$ cat config.mk
export PLATFORM = sky130hd
export DESIGN_NAME = lfps_state
export DESIGN_NICKNAME = d
export VERILOG_FILES = /design/src/hdl/line_follow_pid_steering_assert.svh /design/src/hdl/lfps_pkg.sv /design/src/hdl/lfps_state.sv
export SDC_FILE = /design/constraint.sdc
export NUM_CORES = 1
export LEC_CHECK = 0
export BUFFER_PORTS_ARGS = -buffer_cell sky130_fd_sc_hd__buf_2
export CAP_MARGIN = 20
export CORE_ASPECT_RATIO = 0.7
export CORE_MARGIN = 1
export CORE_UTILIZATION = 40
export DETAILED_ROUTE_END_ITERATION = 10
export HOLD_SLACK_MARGIN = 0.15
export PLACE_DENSITY = 0.63
export SLEW_MARGIN = 20
export SYNTH_ARGS = -nofsm -noshare
export SYNTH_HDL_FRONTEND = slang
export SYNTH_SLANG_ARGS = --single-unit
$ cat constraint.sdc
create_clock -name clk -period 12.6 [get_ports clk]
set_input_delay 1.26 -clock clk [delete_from_list [all_inputs] [get_ports clk]]
set_output_delay 1.26 -clock clk [all_outputs]
set_load 0.1 [all_outputs]
$ cat src/hdl/line_follow_pid_steering_assert.svh
// ----------------------------------------------------------------------------
// Assertion macros for the line follower steering controller
// Shared property forms. Each one is clocked on clk and disabled during reset.
// ----------------------------------------------------------------------------
`ifndef LINE_FOLLOW_PID_STEERING_ASSERT_SVH
`define LINE_FOLLOW_PID_STEERING_ASSERT_SVH

// The consequent must hold in the same cycle as the antecedent.
`define LFPS_ASSERT_NOW(lbl, ante, cons, msg) \
	lbl: assert property (@(posedge clk) disable iff (!arst_n) (ante) |-> (cons)) \
		else $error(msg);

// The consequent must hold in the cycle after the antecedent.
`define LFPS_ASSERT_NEXT(lbl, ante, cons, msg) \
	lbl: assert property (@(posedge clk) disable iff (!arst_n) (ante) |=> (cons)) \
		else $error(msg);

`endif

$ cat src/hdl/lfps_pkg.sv
`timescale 1ns / 1ps
// ----------------------------------------------------------------------------
// lfps_pkg
// Shared widths, constants and register indexes of the steering controller.
// ----------------------------------------------------------------------------
package lfps_pkg;

	localparam int TARGET_W   = 10;
	localparam int BASE_W     = 7;
	localparam int GAIN_W     = 32;
	localparam int INTEG_W    = 32;
	localparam int STEER_W    = 8;
	localparam int POWER_W    = 9;
	localparam int CFG_IDX_W  = 3;
	localparam int CFG_DATA_W = 32;

	// Number of fraction bits in the gain registers.
	localparam int GAIN_FRAC_BITS = 24;

	// Steering magnitude limit.
	localparam int STEER_LIMIT = 100;

	// Magnitude cap of the integral term, 2^52, and the width that holds it signed.
	localparam int KI_CAP_W = 54;
	localparam logic signed [64:0] KI_CAP = 65'sd4503599627370496;

	// Width of the summed control effort.
	localparam int SUM_W = 56;

	typedef enum logic [CFG_IDX_W-1:0] {
		REG_TARGET = 3'd0,
		REG_BASE   = 3'd1,
		REG_EDGE   = 3'd2,
		REG_KP     = 3'd3,
		REG_KI     = 3'd4,
		REG_KD     = 3'd5
	} cfg_reg_t;

endpackage

$ cat src/hdl/lfps_state.sv
`timescale 1ns / 1ps
// ----------------------------------------------------------------------------
// lfps_state
// Error, derivative difference and saturating trapezoidal integral update.
// ----------------------------------------------------------------------------
module lfps_state #(
	parameter int SAMPLE_BITS = 10
) (
	input  logic                                  clk,
	input  logic                                  arst_n,
	input  logic                                  accept,
	input  logic [SAMPLE_BITS-1:0]                sample,
	input  logic [lfps_pkg::TARGET_W-1:0]         target,
	output logic signed [((SAMPLE_BITS > lfps_pkg::TARGET_W) ? SAMPLE_BITS
		: lfps_pkg::TARGET_W):0]                  err_s1,
	output logic signed [((SAMPLE_BITS > lfps_pkg::TARGET_W) ? SAMPLE_BITS
		: lfps_pkg::TARGET_W)+1:0]                diff_s1,
	output logic signed [lfps_pkg::INTEG_W-1:0]   integ_s1
);
	import lfps_pkg::*;

	localparam int ERR_W = ((SAMPLE_BITS > TARGET_W) ? SAMPLE_BITS : TARGET_W) + 1;
	localparam int INC_W = ERR_W + 7;

	logic signed [ERR_W-1:0]   last_err_q;
	logic signed [INTEG_W-1:0] integ_q;
	logic signed [ERR_W-1:0]   err;
	logic signed [ERR_W:0]     pair;
	logic signed [ERR_W:0]     diff;
	logic signed [INC_W-1:0]   inc;
	logic signed [INTEG_W:0]   integ_sum;
	logic signed [INTEG_W-1:0] integ_next;

	always_comb begin
		err  = $signed(ERR_W'(target)) - $signed(ERR_W'(sample));
		pair = (ERR_W+1)'(err) + (ERR_W+1)'(last_err_q);
		diff = (ERR_W+1)'(err) - (ERR_W+1)'(last_err_q);
		// Times 50 as 32 + 16 + 2.
		inc  = (INC_W'(pair) <<< 5) + (INC_W'(pair) <<< 4) + (INC_W'(pair) <<< 1);
		integ_sum = (INTEG_W+1)'(integ_q) + (INTEG_W+1)'(inc);
		if (integ_sum[INTEG_W] != integ_sum[INTEG_W-1]) begin
			integ_next = integ_sum[INTEG_W] ? {1'b1, {(INTEG_W-1){1'b0}}}
				: {1'b0, {(INTEG_W-1){1'b1}}};
		end else begin
			integ_next = integ_sum[INTEG_W-1:0];
		end
	end

	always_ff @(posedge clk or negedge arst_n) begin
		if (!arst_n) begin
			last_err_q <= '0;
			integ_q    <= '0;
		end else if (accept) begin
			last_err_q <= err;
			integ_q    <= integ_next;
		end
	end

	always_ff @(posedge clk) begin
		if (accept) begin
			err_s1   <= err;
			diff_s1  <= diff;
			integ_s1 <= integ_next;
		end
	end

endmodule

==> results.toml, run 1 <==
[synthesis]
netlist_area_um2 = 7410
synth_cell_type_count = 67
yosys_most_used_dff = "edfxtp_1"
syn_avg_cell_area_um2 = 10.5
syn-num-nets = 851
synthAdderAreaFrac_pct = 23.5
synth_top_family_by_area = "adder cells"
ys_warn_count = 0
synth-simple-area-share_pct = 9.18
synth-seq-cells = 98
synth.area.mux_share_pct = 2.67
seq_area_frac_synth_pct = 36.8
syn_inst = 709
async_flop_share_pct = 43.9
synth_edf_count = 55
synth_compound_area_share_pct = 16.5
synth_xor_area_share_pct = 6.50

[worst_setup_path]
r2r_start = "last_err_q[0]"
r2r_end = "integ_q[12]"
worstSetupEndpoint = "integ_q[12]"
startpoint_type = "input pin"
critPathKind = "input pin to flop"
r2r_slack_ns = 6.29
worstPathArrival_ns = 8.35
critPathLaunch = "target[0]"
cpPeakStageDelay_ns = 0.79
crit_fanout = 18
worstPathRequired_ns = 12.81
slowest_stage = "o21ai_2"
worst-r2r-cell-count = 22
cp-end-kind = "flop"

[finish]
drive_gt1_share_pct = 17.7
fillers = 1736
layout_common_cells = "ha_1 (96), buf_2 (76), inv_1 (71)"
nets = 924
diodes = 0
mostFrequentLayoutCell = "ha_1"
multi_input_area_um2 = 4330
ff_latch_area_um2 = 2730
areaGrowthSynthToFinish_pct = 12.5

[drt]
viasPerCell = 5.25
drc_errors = 0
vias = 5366
ant_nets = 0
dr.pass1.iters = 5
finalWirelength_mm = 16.3
dr.first_iter.drc_count = 291
drt-wirelength-per-cell_um = 15.9

[sta]
finalSetupViolCount = 0
post-route-period-util_pct = 64.7
finalCriticalPeriod_ns = 8.15
max_freq_ghz = 0.123
rsz0062_at_grt = "no"
relSlewSlack_pct = 32.2
worst_slew_pin_slew_ns = 1.02
hold_viol_final = 0
tns_ns = 0
hold_slack_ns = 0.499
report.final.slew_viol_count = 0
fin_worst_skew_ns = 0.0102

[job]
drv_cap = 0

[global_route]
grtUsageTotal_pct = 18.2
overflow = 0
grt_antenna_before_repair = 0
grt_pass1_vias = 5163
grt_max_degree = 54
grt_pass1_wl_mm = 26.6

[cts]
post-cts-setup-buffers = 0
root_buffer = "clkbuf_16"
tritoncts = "yes"
cts.repair.resized = 0
clock_latency_ns = 0.36
htree_levels = 3
clock-sinks = 98
cts_made_buffers = 9
ctsHoldBuffers = 0
clk_pin_slew_worst_paths_ns = 0.07
clock_path_buffers = 2

[placed_design]
dpl.hpwl_mm = 12.1
place.gp.congestion = 0.873
port-buffer-count = 77

[floorplanning]
die_y_um = 116
core-area_um2 = 18100
die_area_um2 = 19100
initial_utilization_pct = 41.1
core.rowCount = 41
ios = 78
fp.dieW_um = 165

[worst_hold_path]
hp-class = "flop to flop"

[run_status]
status = "completed"
-- synthesized netlist by cell type, types with 16 or more instances --
master,n,area [um^2]
inv_1,71,267
o2bb2ai_1,16,140
ha_1,96,1200
fa_1,23,460
xor2_1,21,184
xnor2_1,34,298
o21ai_0,34,170
edfxtp_1,55,1650
nor2_1,60,225
dfrtp_1,43,1080
a21oi_1,39,195
nand2_1,34,128
-- state kept, by name, summed over array words and instances (netlist names) --
signal	flops
integ_q	32
integ_s1	32
diff_s1	12
err_s1	11
last_err_q	11
-- critical path, delay by kind of cell --
family | cells | cell delay, ns
AND/OR/NAND/NOR | 7 | 1.11
adder cells (fa/ha/maj) | 5 | 1.93
buffers and inverters | 3 | 0.21
AO/OA/AOI/OAI | 13 | 3.85
-- final cells by class --
class                           instances  area share (%)
Tap cell                              236            3.54
Multi-Input combinational cell        520            51.9
Clock inverter                          7           0.840
Inverter                               71            3.20
Timing Repair Buffer                   82            5.10
Clock buffer                            9            2.70
Sequential cell                        98            32.7
-- per-stage QoR --
stage | cells | setup slack (ns) | util [%] | area [um^2]
2_1_floorplan | 709 | 5.45 | - | 7410
3_3_place_gp | 1007 | 4.20 | 44.5 | 8040
3_5_place_dp | 1007 | 4.11 | 44.5 | 8040
4_1_cts | 1023 | 4.49 | 46.2 | 8340
5_1_grt | 1023 | 3.86 | 46.2 | 8340
6_report | 1023 | 4.45 | 46.2 | 8340
-- layer usage --
metal / up-vias / GRT usage (%) / wire, um
li1: 2678 / - / -
met1: 2589 / 27.8 / 8930
met2: 90 / 25.4 / 6520
met3: 9 / 4.55 / 664
met4: 0 / 3.67 / 146
met5: - / 0 / 0
-- worst min path at each step --
| stage | start | end | slack, ns | cells past startpoint |
|---|---|---|---|---|
| after floorplan | integ_q[12] | integ_q[12] | 0.46 | 1 |
| after global placement | integ_q[2] | integ_q[2] | 0.48 | 1 |
| after detailed placement | integ_q[27] | integ_q[27] | 0.48 | 1 |
| after CTS | integ_q[1] | integ_q[1] | 0.50 | 1 |
| after global routing | integ_q[20] | integ_q[20] | 0.52 | 1 |
| final | integ_q[27] | integ_q[27] | 0.50 | 1 |
-- cell families after synthesis --
kind of cell	after synthesis
AOI/OAI and AO/OA	178
xor gates and xnor gates	55
adders and majority gates	126
buffers and inverters	91
DFF	98
muxes	16
and+or+nand+nor	145
Power of run 1 is not shown: default switching activity piles up to over one toggle a cycle in this logic, so the estimate is an artifact.
==> run 2, diff against run 1 <==
clock period = 7.76 ns   (was 12.6 ns; I/O delays follow)
==> run 2 against run 1 <==
- design area rose by 0.66%
- non-clock buffer count rose by 7
- worst hold slack improved by 0.00087 ns
- die area did not move
- register-to-register slack lost 4.5 ns
- via count increased by 0.22%
- wire length shrank 0.66%
- flip-flop and latch count is the same
- cell count rose by 0.68%
- sequential share of layout area shrank 0.21 points
- critical path depth grew 2
- clock skew decreased by 0.0032 ns
==> results.toml, run 2 (synthesis results as in run 1) <==
[run_status]
status = "completed"

[job]
drv_cap = 0

[worst_setup_path]
cpPeakStageDelay_ns = 0.46
cpMostUsedCell = "xnor2_1"
slowest_stage = "ha_1"
worstPathRequired_ns = 8.00
worstPathArrival_ns = 7.47
startpoint_type = "input pin"
critPathKind = "input pin to flop"
crit_fanout = 12
cp-end-kind = "flop"

[finish]
layout_common_cells = "ha_1 (96), buf_2 (76), inv_1 (71)"
diodes = 0
fillers = 1703
areaGrowthSynthToFinish_pct = 13.2
nets = 931
top_regs = "integ_q x32, integ_s1 x32, diff_s1 x12"
mostFrequentLayoutCell = "ha_1"
drive_gt1_share_pct = 18.5

[placed_design]
place.gp.congestion = 0.875
dpl.hpwl_mm = 12.0
port-buffer-count = 77

[cts]
cts.repair.resized = 0
clock-sinks = 98
post-cts-setup-buffers = 0
ctsHoldBuffers = 0
tritoncts = "yes"
cts_made_buffers = 9
clock_path_buffers = 2
clock_latency_ns = 0.35
clk_pin_slew_worst_paths_ns = 0.07
root_buffer = "clkbuf_16"
htree_levels = 3

[floorplanning]
fp.dieW_um = 165
die_y_um = 116
die_area_um2 = 19100
core-area_um2 = 18100
core.rowCount = 41
ios = 78
initial_utilization_pct = 41.1

[drt]
finalWirelength_mm = 16.2
ant_nets = 0
drc_errors = 0
dr.pass1.iters = 5
vias = 5378
viasPerCell = 5.22
drt-wirelength-per-cell_um = 15.7
dr.first_iter.drc_count = 436

[global_route]
overflow = 0
grt_pass1_wl_mm = 26.6
grt_max_degree = 65
grt_pass1_vias = 5033
grt_antenna_before_repair = 0
grtUsageTotal_pct = 18.2

[worst_hold_path]
hp-class = "flop to flop"

[sta]
finalCriticalPeriod_ns = 7.23
report.final.slew_viol_count = 0
tns_ns = 0
finalSetupViolCount = 0
rsz0062_at_grt = "no"
post-route-period-util_pct = 93.1
max_freq_ghz = 0.138
worst_slew_pin_slew_ns = 0.811
fin_worst_skew_ns = 0.00702
relSlewSlack_pct = 45.9
hold_viol_final = 0
run 2: cell types whose count changed in the layout (fill, tap and decap cells not counted), sizes merged:
cell    before  now
buf         82   89
clkinv       4    2
inv         71   73
run 2: path summary, 6_finish.rpt:
path	start	end	slack [ns]	depth (start not counted)
worst max-delay path	target[0]	integ_q[30]	0.53	30
worst min-delay path	integ_q[27]	integ_q[27]	0.50	1
worst max register to register	last_err_q[1]	integ_q[30]	1.77	21
worst min register to register	integ_q[27]	integ_q[27]	0.50	1
max in group asynchronous	arst_n	integ_q[11]	6.82	2
min in group asynchronous	arst_n	integ_q[29]	0.52	2
run 2: layout make-up:
class / instances / area (um^2) / share of cell area, %
Sequential cell: 98 / 2730 / 32.5
Clock inverter: 7 / 76.3 / 0.909
Clock buffer: 9 / 225 / 2.68
Timing Repair Buffer: 89 / 478 / 5.70
Multi-Input combinational cell: 520 / 4320 / 51.5
Inverter: 71 / 267 / 3.18
Tap cell: 236 / 295 / 3.52
run 2: critical path: cells and delay by family:
family | cells | cell delay, ns
buf+inv | 4 | 0.31
simple gates | 5 | 0.83
xor+xnor | 4 | 1.01
mux | 1 | 0.27
fa+ha+maj | 6 | 2.16
compound gates | 10 | 2.10
run 2: metrics by stage:
step                      setup WS [ns]  hold slack [ns]  cell area (um^2)  util (%)  std cells
after floorplan                    1.09            0.461              7410         -        709
after global placement            0.304            0.477              8090      44.8       1014
after detailed placement          0.153            0.484              8090      44.8       1014
after CTS                         0.506            0.505              8390      46.5       1030
after global routing           0.000295            0.527              8390      46.5       1030
final                             0.533            0.500              8390      46.5       1030
run 2: routing by layer:
layer / vias to the layer above / part of all wire [%] / GRT usage [%]
met1: 2563 / 55 / 29.1
met2: 115 / 40 / 24.5
met3: 10 / 4.3 / 3.65
met5: - / 0 / 0
li1: 2690 / - / -
met4: 0 / 0.92 / 4.34
Power of run 2 is left out for the same reason.
==> run 3, diff against run 2 <==
CORE_UTILIZATION = 55   (was 40)
PLACE_DENSITY = 0.8   (was 0.63)
==> run 3 against run 2 <==
- sequential share of layout area is 0.20 points higher
- via count rose by 2.3%
- count of clock-buffer cells in the layout rose by 2
- cell count shrank 7.0%
- design area is 0.63% lower
- clock skew down 0.00067 ns
- critical endpoint is now integ_q[18]
==> results.toml, run 3 (synthesis results as in run 1) <==
[floorplanning]
fp.dieW_um = 141
ios = 78
initial_utilization_pct = 56.4
core.rowCount = 35
core-area_um2 = 13100
die_area_um2 = 14000
die_y_um = 99.1

[sta]
hold_viol_final = 0
worst_slew_pin_slew_ns = 0.727
report.final.slew_viol_count = 0
tns_ns = 0
relSlewSlack_pct = 51.0
finalSetupViolCount = 0
fin_worst_skew_ns = 0.00635
rsz0062_at_grt = "no"
post-route-period-util_pct = 92.9
max_freq_ghz = 0.139
finalCriticalPeriod_ns = 7.21

[cts]
ctsHoldBuffers = 0
post-cts-setup-buffers = 0
cts_made_buffers = 9
cts.repair.resized = 0
clock_latency_ns = 0.35
clk_pin_slew_worst_paths_ns = 0.07
tritoncts = "yes"
clock_path_buffers = 2
htree_levels = 3
clock-sinks = 98
root_buffer = "clkbuf_16"

[drt]
ant_nets = 0
viasPerCell = 5.74
finalWirelength_mm = 16.4
drt-wirelength-per-cell_um = 17.1
vias = 5501
dr.first_iter.drc_count = 411
dr.pass1.iters = 5
drc_errors = 0

[placed_design]
dpl.hpwl_mm = 12.2
port-buffer-count = 77
place.gp.congestion = 0.884
place_inst = 942

[worst_setup_path]
r2r_start = "last_err_q[1]"
cp-end-kind = "flop"
worstPathRequired_ns = 8.00
worstPathArrival_ns = 7.44
crit_fanout = 21
cpPeakStageDelay_ns = 0.47
slowest_stage = "ha_1"
cpMostUsedCell = "a21oi_1"
startpoint_type = "input pin"
critPathKind = "input pin to flop"
critPathLaunch = "target[0]"

[finish]
layout_common_cells = "ha_1 (96), buf_2 (75), inv_1 (71)"
top_regs = "integ_q x32, integ_s1 x32, diff_s1 x12"
mostFrequentLayoutCell = "ha_1"
drive_gt1_share_pct = 18.1
nets = 929
areaGrowthSynthToFinish_pct = 12.5
diodes = 0
finalNonFillerCells = 958
fillers = 1036

[global_route]
grt_pass1_vias = 5331
grtUsageTotal_pct = 24.6
grt_max_degree = 49
grt_antenna_before_repair = 0
overflow = 0
grt_pass1_wl_mm = 27.0

[run_status]
status = "completed"

[worst_hold_path]
hp-class = "input pin to asynchronous set/reset pin"

[job]
drv_cap = 0
[run 3: critical path, delay by kind of cell]
| family | cells | cell delay, ns |
|---|---|---|
| AND/OR/NAND/NOR | 4 | 0.56 |
| adder cells (fa/ha/maj) | 5 | 1.83 |
| multiplexers | 1 | 0.27 |
| XOR/XNOR | 4 | 0.96 |
| AO/OA/AOI/OAI | 12 | 2.53 |
| buffers and inverters | 5 | 0.52 |
[run 3: routing by layer]
| layer | track usage (%) | part of all wire [%] | vias to the layer above |
|---|---|---|---|
| met5 | 0 | 0 | - |
| met4 | 5.35 | 0.90 | 0 |
| met3 | 3.66 | 5.4 | 13 |
| met2 | 36.2 | 43 | 176 |
| met1 | 38.2 | 50 | 2621 |
| li1 | - | - | 2691 |
[run 3: cell type report]
type / count / area [um^2] / share of cell area [%]
clock inverters: 5 / 85.1 / 1.02
multi-input cells: 520 / 4320 / 51.8
well taps: 166 / 208 / 2.49
repair buffers: 87 / 490 / 5.88
flip-flops and latches: 98 / 2730 / 32.7
inverters: 71 / 267 / 3.20
clock buffers: 11 / 243 / 2.91
[run 3: metrics by stage]
step	util [%]	cell area, um^2	setup WS [ns]	hold slack [ns]
6_report	63.5	8340	0.552	0.442
5_1_grt	63.5	8340	0.0147	0.488
4_1_cts	63.5	8340	0.590	0.506
3_5_place_dp	61.0	8010	0.266	0.484
3_3_place_gp	61.0	8010	0.359	0.479
2_1_floorplan	-	7410	1.09	0.461
[run 3: final timing paths]
kind | to | slack, ns | cells past startpoint
max | integ_q[18] | 0.55 | 31
min | integ_q[18] | 0.44 | 1
max reg2reg | integ_q[18] | 1.72 | 22
min reg2reg | integ_q[2] | 0.51 | 1
max in group asynchronous | last_err_q[0] | 6.89 | 1
min in group clk | integ_q[2] | 0.51 | 1
Power of run 3 is left out for the same reason.
