`config.mk`:
```
export PLATFORM = sky130hd
export DESIGN_NAME = lfps_steer
export DESIGN_NICKNAME = d
export VERILOG_FILES = /design/src/hdl/line_follow_pid_steering_assert.svh /design/src/hdl/lfps_pkg.sv /design/src/hdl/lfps_steer.sv
export SDC_FILE = /design/constraint.sdc
export NUM_CORES = 1
export LEC_CHECK = 0
export ABC_AREA = 1
export BUFFER_PORTS_ARGS = -buffer_cell sky130_fd_sc_hd__buf_2
export CORE_MARGIN = 3
export CORE_UTILIZATION = 40
export CTS_BUF_LIST = sky130_fd_sc_hd__clkbuf_8
export CTS_CLUSTER_SIZE = 14
export DETAILED_ROUTE_END_ITERATION = 8
export SYNTH_ARGS = -nofsm -noshare
export SYNTH_HDL_FRONTEND = slang
export SYNTH_SLANG_ARGS = --single-unit
```
`constraint.sdc`:
```
create_clock -name clk -period 16.1 [get_ports clk]
set_input_delay 3.22 -clock clk [delete_from_list [all_inputs] [get_ports clk]]
set_output_delay 3.22 -clock clk [all_outputs]
set_load 0.05 [all_outputs]
```
`src/hdl/line_follow_pid_steering_assert.svh`:
```
// ----------------------------------------------------------------------------
// Assertion macros for the line follower steering controller
// Shared property forms. Each one is clocked on clk and disabled during reset.
// ----------------------------------------------------------------------------
`ifndef LINE_FOLLOW_PID_STEERING_ASSERT_SVH
`define LINE_FOLLOW_PID_STEERING_ASSERT_SVH

// The consequent must hold in the same cycle as the antecedent.
`define LFPS_ASSERT_NOW(lbl, ante, cons, msg) \
	lbl: assert property (@(posedge clk) disable iff (!arst_n) (ante) |-> (cons)) \
		else $error(msg);

// The consequent must hold in the cycle after the antecedent.
`define LFPS_ASSERT_NEXT(lbl, ante, cons, msg) \
	lbl: assert property (@(posedge clk) disable iff (!arst_n) (ante) |=> (cons)) \
		else $error(msg);

`endif

```
`src/hdl/lfps_pkg.sv`:
```
`timescale 1ns / 1ps
// ----------------------------------------------------------------------------
// lfps_pkg
// Shared widths, constants and register indexes of the steering controller.
// ----------------------------------------------------------------------------
package lfps_pkg;

	localparam int TARGET_W   = 10;
	localparam int BASE_W     = 7;
	localparam int GAIN_W     = 32;
	localparam int INTEG_W    = 32;
	localparam int STEER_W    = 8;
	localparam int POWER_W    = 9;
	localparam int CFG_IDX_W  = 3;
	localparam int CFG_DATA_W = 32;

	// Number of fraction bits in the gain registers.
	localparam int GAIN_FRAC_BITS = 24;

	// Steering magnitude limit.
	localparam int STEER_LIMIT = 100;

	// Magnitude cap of the integral term, 2^52, and the width that holds it signed.
	localparam int KI_CAP_W = 54;
	localparam logic signed [64:0] KI_CAP = 65'sd4503599627370496;

	// Width of the summed control effort.
	localparam int SUM_W = 56;

	typedef enum logic [CFG_IDX_W-1:0] {
		REG_TARGET = 3'd0,
		REG_BASE   = 3'd1,
		REG_EDGE   = 3'd2,
		REG_KP     = 3'd3,
		REG_KI     = 3'd4,
		REG_KD     = 3'd5
	} cfg_reg_t;

endpackage

```
`src/hdl/lfps_steer.sv`:
```
`timescale 1ns / 1ps
// ----------------------------------------------------------------------------
// lfps_steer
// Sum of terms, truncation toward zero, clamping and motor power mixing.
// ----------------------------------------------------------------------------
module lfps_steer #(
	parameter int SAMPLE_BITS = 10
) (
	input  logic                                  clk,
	input  logic                                  en,
	input  logic signed [lfps_pkg::GAIN_W+((SAMPLE_BITS > lfps_pkg::TARGET_W)
		? SAMPLE_BITS : lfps_pkg::TARGET_W)+1:0]  kp_p,
	input  logic signed [lfps_pkg::GAIN_W+lfps_pkg::INTEG_W:0] ki_p,
	input  logic signed [lfps_pkg::GAIN_W+((SAMPLE_BITS > lfps_pkg::TARGET_W)
		? SAMPLE_BITS : lfps_pkg::TARGET_W)+2:0]  kd_p,
	input  logic [lfps_pkg::BASE_W-1:0]           cruise_speed,
	input  logic                                  edge_right,
	output logic signed [lfps_pkg::STEER_W-1:0]   steering,
	output logic signed [lfps_pkg::POWER_W-1:0]   left_power,
	output logic signed [lfps_pkg::POWER_W-1:0]   right_power
);
	import lfps_pkg::*;

	logic signed [KI_CAP_W-1:0] ki_c;
	logic signed [SUM_W-1:0]    sum;
	logic [SUM_W-1:0]           sum_abs;
	logic [SUM_W-1:0]           shifted;
	logic [STEER_W-2:0]         mag;
	logic signed [STEER_W-1:0]  steer;
	logic signed [STEER_W-1:0]  sgn_steer;
	logic signed [POWER_W-1:0]  base_ext;

	always_comb begin
		// A capped integral term already dwarfs the steering limit.
		if (ki_p > KI_CAP) begin
			ki_c = KI_CAP_W'(KI_CAP);
		end else if (ki_p < -KI_CAP) begin
			ki_c = KI_CAP_W'(-KI_CAP);
		end else begin
			ki_c = ki_p[KI_CAP_W-1:0];
		end
		sum     = SUM_W'(kp_p) + SUM_W'(ki_c) + SUM_W'(kd_p);
		sum_abs = sum[SUM_W-1] ? SUM_W'(-sum) : SUM_W'(sum);
		shifted = sum_abs >> GAIN_FRAC_BITS;
		mag     = (shifted > SUM_W'(STEER_LIMIT)) ? (STEER_W-1)'(STEER_LIMIT)
			: shifted[STEER_W-2:0];
		steer     = sum[SUM_W-1] ? -$signed({1'b0, mag}) : $signed({1'b0, mag});
		sgn_steer = edge_right ? -steer : steer;
		base_ext  = $signed(POWER_W'(cruise_speed));
	end

	always_ff @(posedge clk) begin
		if (en) begin
			steering    <= steer;
			left_power  <= base_ext + POWER_W'(sgn_steer);
			right_power <= base_ext - POWER_W'(sgn_steer);
		end
	end

endmodule

```
==> results of run 1 <==
-- kinds of logic after synthesis --
logic type | Yosys count
AND/OR/NAND/NOR | 1291
flip-flops | 25
buffers and inverters | 414
adder cells (fa/ha/maj) | 129
XOR/XNOR | 17
AO/OA/AOI/OAI | 111
-- power by group --
part           internal (µW)  total, µW  switching, µW
Combinational            276        945            669
Sequential               102        106           4.24
Clock                   17.5       37.5           20.0
-- metrics by stage --
| stage | hold WS (ps) | cell area (µm²) |
|---|---|---|
| 2_1_floorplan | 3330 | 10800 |
| 3_3_place_gp | 3670 | 12100 |
| 3_5_place_dp | 3670 | 12100 |
| 4_1_cts | 3380 | 12200 |
| 5_1_grt | 3400 | 12200 |
| 6_report | 3380 | 12200 |
-- registers in the layout (all words and copies together) (netlist names) --
name and flops:
right_power 8, steering 8, left_power 9
-- cells in the final DEF (no fill, tap or decap), drive strengths merged --
cell and count:
a211oi 1, nand3b 7, o21bai 9, and3 1
a21oi 65, inv 399, clkinvlp 1, nor3 12
o21ai 28, a31oi 1, a21o 3, o31ai 2
nand2 764, o21a 2, nand3 170, buf 190
nand4 55, nand2b 1, clkinv 2, xor2 15
clkbuf 3, or2 2, nor4 22, fa 57
ha 72, nor3b 2, nor2 254, edfxtp 25
xnor2 2, or3 1
-- per-layer routing --
| metal | track usage | vias to the layer above | wire length (µm) | share of wire |
|---|---|---|---|---|
| met2 | 0.453 | 386 | 17400 | 0.47 |
| met5 | 0 | - | 0 | 0 |
| met3 | 0.0156 | 48 | 1870 | 0.051 |
| met4 | 0.0653 | 0 | 1110 | 0.030 |
| li1 | - | 6515 | - | - |
| met1 | 0.327 | 5644 | 16400 | 0.44 |
-- worst max-delay path by stage --
stage                        start            end  slack (ps)  cells past startpoint
after floorplan           ki_p[48]  left_power[7]        5600                     52
after global placement    ki_p[10]  left_power[7]        3400                     52
after detailed placement   ki_p[3]  left_power[7]        3230                     52
after CTS                  ki_p[3]  left_power[7]        3500                     52
after global routing       ki_p[3]  left_power[7]        2470                     52
final                      ki_p[3]  left_power[7]        3430                     52
-- cell type report --
type | instances | area (µm²) | share of cell area
flip-flops and latches | 25 | 751 | 0.0617
inverters | 401 | 1510 | 0.124
repair buffers | 190 | 953 | 0.0784
clock inverters | 1 | 7.51 | 0.000617
multi-input cells | 1548 | 8490 | 0.698
well taps | 335 | 419 | 0.0345
clock buffers | 3 | 41.3 | 0.00339
-- critical path: cells and delay by family --
family	cells	cell delay [ps]
AOI/OAI and AO/OA	6	1000
adders and majority gates	5	1760
buffers and inverters	7	1280
and+or+nand+nor	34	5330
==> flow_summary.ini, run 1 <==
[yosys]
yosysSeqAreaShare = 0.0694
synthXorXnorAreaFrac = 0.0138
synth_top_family_by_area = simple AND/OR/NAND/NOR gates
synth_fa_ha_area_frac = 0.189
synth-async-reset-ratio = 0
post-synth-top-area-cell = nand2_1
synth_nets = 2280
syn_inst = 1987
synth_ff_type = edfxtp_1
yosys-mux-area-fraction = 0
synth_simple_gate_area_frac = 0.523
syn_area_um2 = 10800
synth_cell_types = 45
synth_top_area_frac = 0.248
yosysWarningCount = 0
yosys-top-cells-count = nand2_1, inv_1, nor2_1
synth_area_leaders = nand2_1, inv_1, fa_1, ha_1, nor2_1
yosys_register_bits = 25
synth-edff-count = 25
synth_compound_area_frac = 0.0596
synth.avg_cell_area_um2 = 5.44
synth.most_common_cell = nand2_1

[sta]
setup_ws_ps = 3430
finalSetupTns_ps = 0
worstMarginPinSlew_ps = 983
setup_viol = 0
clock.fmax_ghz = 0.0789
fin_crit_sh = 0.787
max_slew_margin = 0.343
min_period_ps = 12670
rsz0062_at_grt = no
hold_violations = 0
finalMaxSlewViolations = 0

[critical_path]
critPathSlowestCell = nand2_2
crit_type = in2reg
cp.arrival_ps = 12710
slowest_delay_ps = 710
endpoint_kind = flip-flop
cp.required_ps = 16130
cp-start-kind = primary input
path_common_cell = nand2_1
path_max_fanout = 50

[final_layout]
area_delta_synth_final_pct = 12.5
fin_util = 0.462
drive_gt1_frac = 0.145
antennaDiodeCount = 0
finish.net_count = 2462
fillers = 2970
final_cells = 2503

[clock_tree]
cts_tree = yes
clock_path_buffers = 2
cts.sinks = 25
holdBufCountCts = 0
cts_made_buffers = 3
clk_pin_slew_ps = 90
cts.htree.levels = 1
post_cts_resized = 0
cts-root-buf = clkbuf_8
post_cts_buffers = 0

[global_routing]
antenna_found_initial = 0
grt_pass1_wl_mm = 58.8
grt_pass1_vias = 11800
track_usage = 0.252
grt_overflow = 0
grt_start_max_net_pins = 51

[floorplan]
io_pins = 190
die_w_um = 170
core_area_um2 = 26400
initial_core_util = 0.410
die_h_um = 170
die_area_um2 = 29100
rows = 59

[place]
io_buffers = 189
placed_cells = 2499
gp_congestion = 0.978
dpl.hpwl_mm = 33.3
dp_slack_ps = 3230

[status]
outcome = finished clean

[detailed_routing]
wirelength_mm = 36.8
wl_per_cell_um = 14.7
vias = 12600
drt_first_pass_iters = 6
detail-route-antenna-nets = 0
route.detailed.drc = 0
via_per_inst = 5.03
drtIter0Drc = 838

[hold_path]
hold_class = in2reg
holdPathStages = 2
hold_path_end = left_power[1]
hold_path_startpoint = cruise_speed[1]

[flow_run]
cap_violations = 0

[pwr]
p_per_area_nw_per_um2 = 89.5
leakage_uw = 0.00721
total_power_uw = 1090
peakVddDrop_mv = 0.0431
(Power assumes the default switching activity.)
==> run 2, diff against run 1 <==
==> constraint.sdc (replaced) <==
create_clock -name clk -period 11.8 [get_ports clk]
set_input_delay 2.36 -clock clk [delete_from_list [all_inputs] [get_ports clk]]
set_output_delay 2.36 -clock clk [all_outputs]
set_load 0.05 [all_outputs]
==> flow_summary.ini, run 2 (same netlist as run 1, synthesis figures left out) <==
[sta]
setup_ws_ps = 777
clock.fmax_ghz = 0.0907
finalMaxSlewViolations = 0
hold_violations = 0
holdWs_ps = 2530
setup_viol = 0
min_period_ps = 11020
rsz0062_at_grt = no
finalSetupTns_ps = 0
max_slew_margin = 0.620
fin_crit_sh = 0.934
worstMarginPinSlew_ps = 571

[final_layout]
most-common-layout-cells = nand2_1, inv_1, nor2_1
largest_reg_flops = 9
fillers = 3025
finish.net_count = 2471
largest_register = left_power
antennaDiodeCount = 0
fin_util = 0.466
final_common_cell = nand2_1
top_regs = left_power (9), right_power (8), steering (8)
drive_gt1_frac = 0.153
area_delta_synth_final_pct = 13.6

[detailed_routing]
vias = 12700
wirelength_mm = 37.4
drt_first_pass_iters = 6
route.detailed.drc = 0
drtIter0Drc = 847
via_per_inst = 5.04
detail-route-antenna-nets = 0
wl_per_cell_um = 14.9

[hold_path]
hold_path_end = right_power[1]
hold_class = in2reg
hold_path_startpoint = cruise_speed[1]
holdPathStages = 2

[clock_tree]
cts.sinks = 25
cts.htree.levels = 1
cts-root-buf = clkbuf_8
cts_made_buffers = 3
holdBufCountCts = 0
clk_pin_slew_ps = 90
clock_path_buffers = 2
cts_tree = yes

[pwr]
peakVddDrop_mv = 0.0577
p_sw_uw = 956
p_comb_frac = 0.870
clockPowerShare = 0.034
pwr-share-seq = 0.096
swShare = 0.636
intPower_uw = 547
p_per_area_nw_per_um2 = 122
leakage_uw = 0.00727

[critical_path]
critPathSlowestCell = ha_1
path_common_cell = nand2_1
cp-start-kind = primary input
cp.arrival_ps = 11060
cp.required_ps = 11840
endpoint_kind = flip-flop
slowest_delay_ps = 490
crit_type = in2reg
path_max_fanout = 31

[floorplan]
rows = 59
io_pins = 190
die_w_um = 170
initial_core_util = 0.410
die_area_um2 = 29100
die_h_um = 170
core_area_um2 = 26400

[global_routing]
track_usage = 0.252
grt_overflow = 0
grt_pass1_wl_mm = 59.4
grt_start_max_net_pins = 32
grt_pass1_vias = 12100
antenna_found_initial = 0

[place]
dp_slack_ps = -177
dpl.hpwl_mm = 33.4
gp_congestion = 0.971
io_buffers = 189

[flow_run]
cap_violations = 0

[status]
outcome = finished clean
run 2: cell types whose count changed in the layout (fill, tap and decap cells not counted), sizes merged:
cell  previous run  this run
buf            190       199
run 2: worst max-delay path by stage:
stage	from	end	slack, ps	depth (start not counted)
CTS	ki_p[15]	left_power[7]	60	54
global route	ki_p[3]	left_power[7]	60	53
global placement	ki_p[15]	left_power[7]	-180	54
floorplan	ki_p[48]	left_power[7]	2160	52
detailed placement	ki_p[15]	left_power[7]	-180	54
finish	ki_p[15]	right_power[7]	780	44
run 2: timing repair:
action,CTS,global route
endpoints found under the setup margin,0,10
gates resized for setup,0,12
buffers inserted,0,1
run 2: routing by layer:
layer / up-vias / track usage / share of wire
met5: - / 0 / 0
met3: 42 / 0.00767 / 0.054
met1: 5686 / 0.330 / 0.44
met2: 407 / 0.459 / 0.48
met4: 0 / 0.0621 / 0.024
li1: 6525 / - / -
run 2: per-stage QoR:
| step | instances | total power (µW) | cell area [µm²] |
|---|---|---|---|
| 2_1_floorplan | 1987 | 1090 | 10800 |
| 3_3_place_gp | 2507 | 1430 | 12200 |
| 3_5_place_dp | 2507 | 1440 | 12200 |
| 4_1_cts | 2511 | 1490 | 12200 |
| 5_1_grt | 2512 | 1670 | 12300 |
| 6_report | 2512 | 1500 | 12300 |
run 2: power groups by stage:
| stage | clock network, µW | registers [µW] | logic, µW |
|---|---|---|---|
| floorplan | 0 | 246 | 844 |
| global placement | 0 | 146 | 1280 |
| detailed placement | 0 | 147 | 1290 |
| CTS | 52.6 | 145 | 1300 |
| global route | 57.2 | 147 | 1470 |
| finish | 50.6 | 144 | 1310 |
run 2: layout make-up:
type / count / area [µm²] / area share
flip-flops and latches: 25 / 751 / 0.0611
clock buffers: 3 / 41.3 / 0.00336
multi-input cells: 1548 / 8530 / 0.694
clock inverters: 1 / 3.75 / 0.000305
inverters: 401 / 1510 / 0.123
repair buffers: 199 / 1030 / 0.0841
well taps: 335 / 419 / 0.0341
run 2: worst max-delay path, delay by kind of cell:
kind | cells | cell delay [ps]
AOI/OAI and AO/OA | 8 | 1400
adders and majority gates | 5 | 1770
buffers and inverters | 3 | 490
and+or+nand+nor | 28 | 4970
==> run 3, diff against run 2 <==
--- a/config.mk
+++ b/config.mk
@@ -12,6 +12,7 @@
 export CTS_BUF_LIST = sky130_fd_sc_hd__clkbuf_8
 export CTS_CLUSTER_SIZE = 14
 export DETAILED_ROUTE_END_ITERATION = 8
+export PLACE_DENSITY = 0.68
 export SYNTH_ARGS = -nofsm -noshare
 export SYNTH_HDL_FRONTEND = slang
 export SYNTH_SLANG_ARGS = --single-unit
==> flow_summary.ini, run 3 (same netlist as run 1, synthesis figures left out) <==
[place]
io_buffers = 189
placed_cells = 2508
gp_congestion = 0.991
dpl.hpwl_mm = 32.2
placed_cell_area_um2 = 12200

[floorplan]
io_pins = 190
rows = 59
die_w_um = 170
core_area_um2 = 26400
die_h_um = 170
initial_core_util = 0.410
die_area_um2 = 29100

[sta]
setup_viol = 0
fin_crit_sh = 0.932
finalSetupTns_ps = 0
hold_violations = 0
max_slew_margin = 0.653
clock.fmax_ghz = 0.0910
min_period_ps = 10990
rsz0062_at_grt = no
finalMaxSlewViolations = 0
worstMarginPinSlew_ps = 520

[detailed_routing]
via_per_inst = 5.01
wl_per_cell_um = 14.0
detail-route-antenna-nets = 0
vias = 12600
route.detailed.drc = 0
wirelength_mm = 35.2
drtIter0Drc = 950
drt_first_pass_iters = 5

[final_layout]
most-common-layout-cells = nand2_1, inv_1, nor2_1
largest_reg_flops = 9
fillers = 2884
top_regs = left_power (9), right_power (8), steering (8)
drive_gt1_frac = 0.153
finish.net_count = 2471
final_cells = 2512
largest_register = left_power
antennaDiodeCount = 0
area_delta_synth_final_pct = 13.5
final_area_um2 = 12300
final_common_cell = nand2_1

[flow_run]
cap_violations = 0

[pwr]
total_power_uw = 1480
p_per_area_nw_per_um2 = 120
leakage_uw = 0.00726
peakVddDrop_mv = 0.0580

[clock_tree]
clk_pin_slew_ps = 80
cts_tree = yes
cts-root-buf = clkbuf_8
cts.htree.levels = 1
post_cts_buffers = 0
clock_path_buffers = 2
cts.sinks = 25
cts_made_buffers = 3

[critical_path]
endpoint_kind = flip-flop
crit_type = in2reg
critPathSlowestCell = fa_1
cp.required_ps = 11830
cp.arrival_ps = 11020
path_common_cell = nand2_1
slowest_delay_ps = 440
path_max_fanout = 7
cp-start-kind = primary input

[hold_path]
hold_class = in2reg

[global_routing]
grt_pass1_vias = 11900
grt_pass1_wl_mm = 57.0
grt_start_max_net_pins = 36
antenna_found_initial = 0
grt_overflow = 0
track_usage = 0.240

[status]
outcome = finished clean
## run 3: final cells by class
| type | count | area, µm² | area share |
|---|---|---|---|
| sequential | 25 | 751 | 0.0611 |
| multi-input combinational | 1548 | 8520 | 0.694 |
| clock buffer | 3 | 41.3 | 0.00336 |
| tap | 335 | 419 | 0.0341 |
| inverter | 401 | 1510 | 0.123 |
| clock inverter | 1 | 5.00 | 0.000407 |
| timing repair buffer | 199 | 1030 | 0.0841 |
## run 3: through the flow
step,hold slack (ps),worst slack (ps),utilization
after floorplan,2470,2160,-
after global placement,2800,435,0.463
after detailed placement,2790,349,0.463
after CTS,2510,624,0.465
after global routing,2530,25.4,0.466
final,2510,806,0.466
## run 3: worst max-delay path, delay by kind of cell
family | cells | cell delay [ps]
adders and majority gates | 6 | 1960
buffers and inverters | 4 | 490
AOI/OAI and AO/OA | 5 | 700
and+or+nand+nor | 35 | 5440
## run 3: per-layer routing
metal	share of wire	vias to the layer above	global-route usage
met2	0.45	365	0.411
li1	-	6531	-
met3	0.056	68	0.0165
met5	0	-	0
met4	0.033	0	0.0677
met1	0.46	5626	0.326
## run 3: report_power, final
part / switching (µW) / leakage [µW] / internal (µW) / total, µW
registers: 4.94 / 0.000244 / 138 / 143
logic: 899 / 0.00699 / 385 / 1280
clock network: 24.3 / 0.0000255 / 23.6 / 47.8
## run 3: final timing paths
path	from	to	cells after the start
hold / removal	cruise_speed[1]	left_power[1]	2
setup / recovery	ki_p[3]	left_power[7]	50
## run 3: what timing repair did
item | in CTS | in global routing
resized for setup | 0 | 8
endpoints found under the setup margin | 0 | 2
hold buffers | 0 | 0
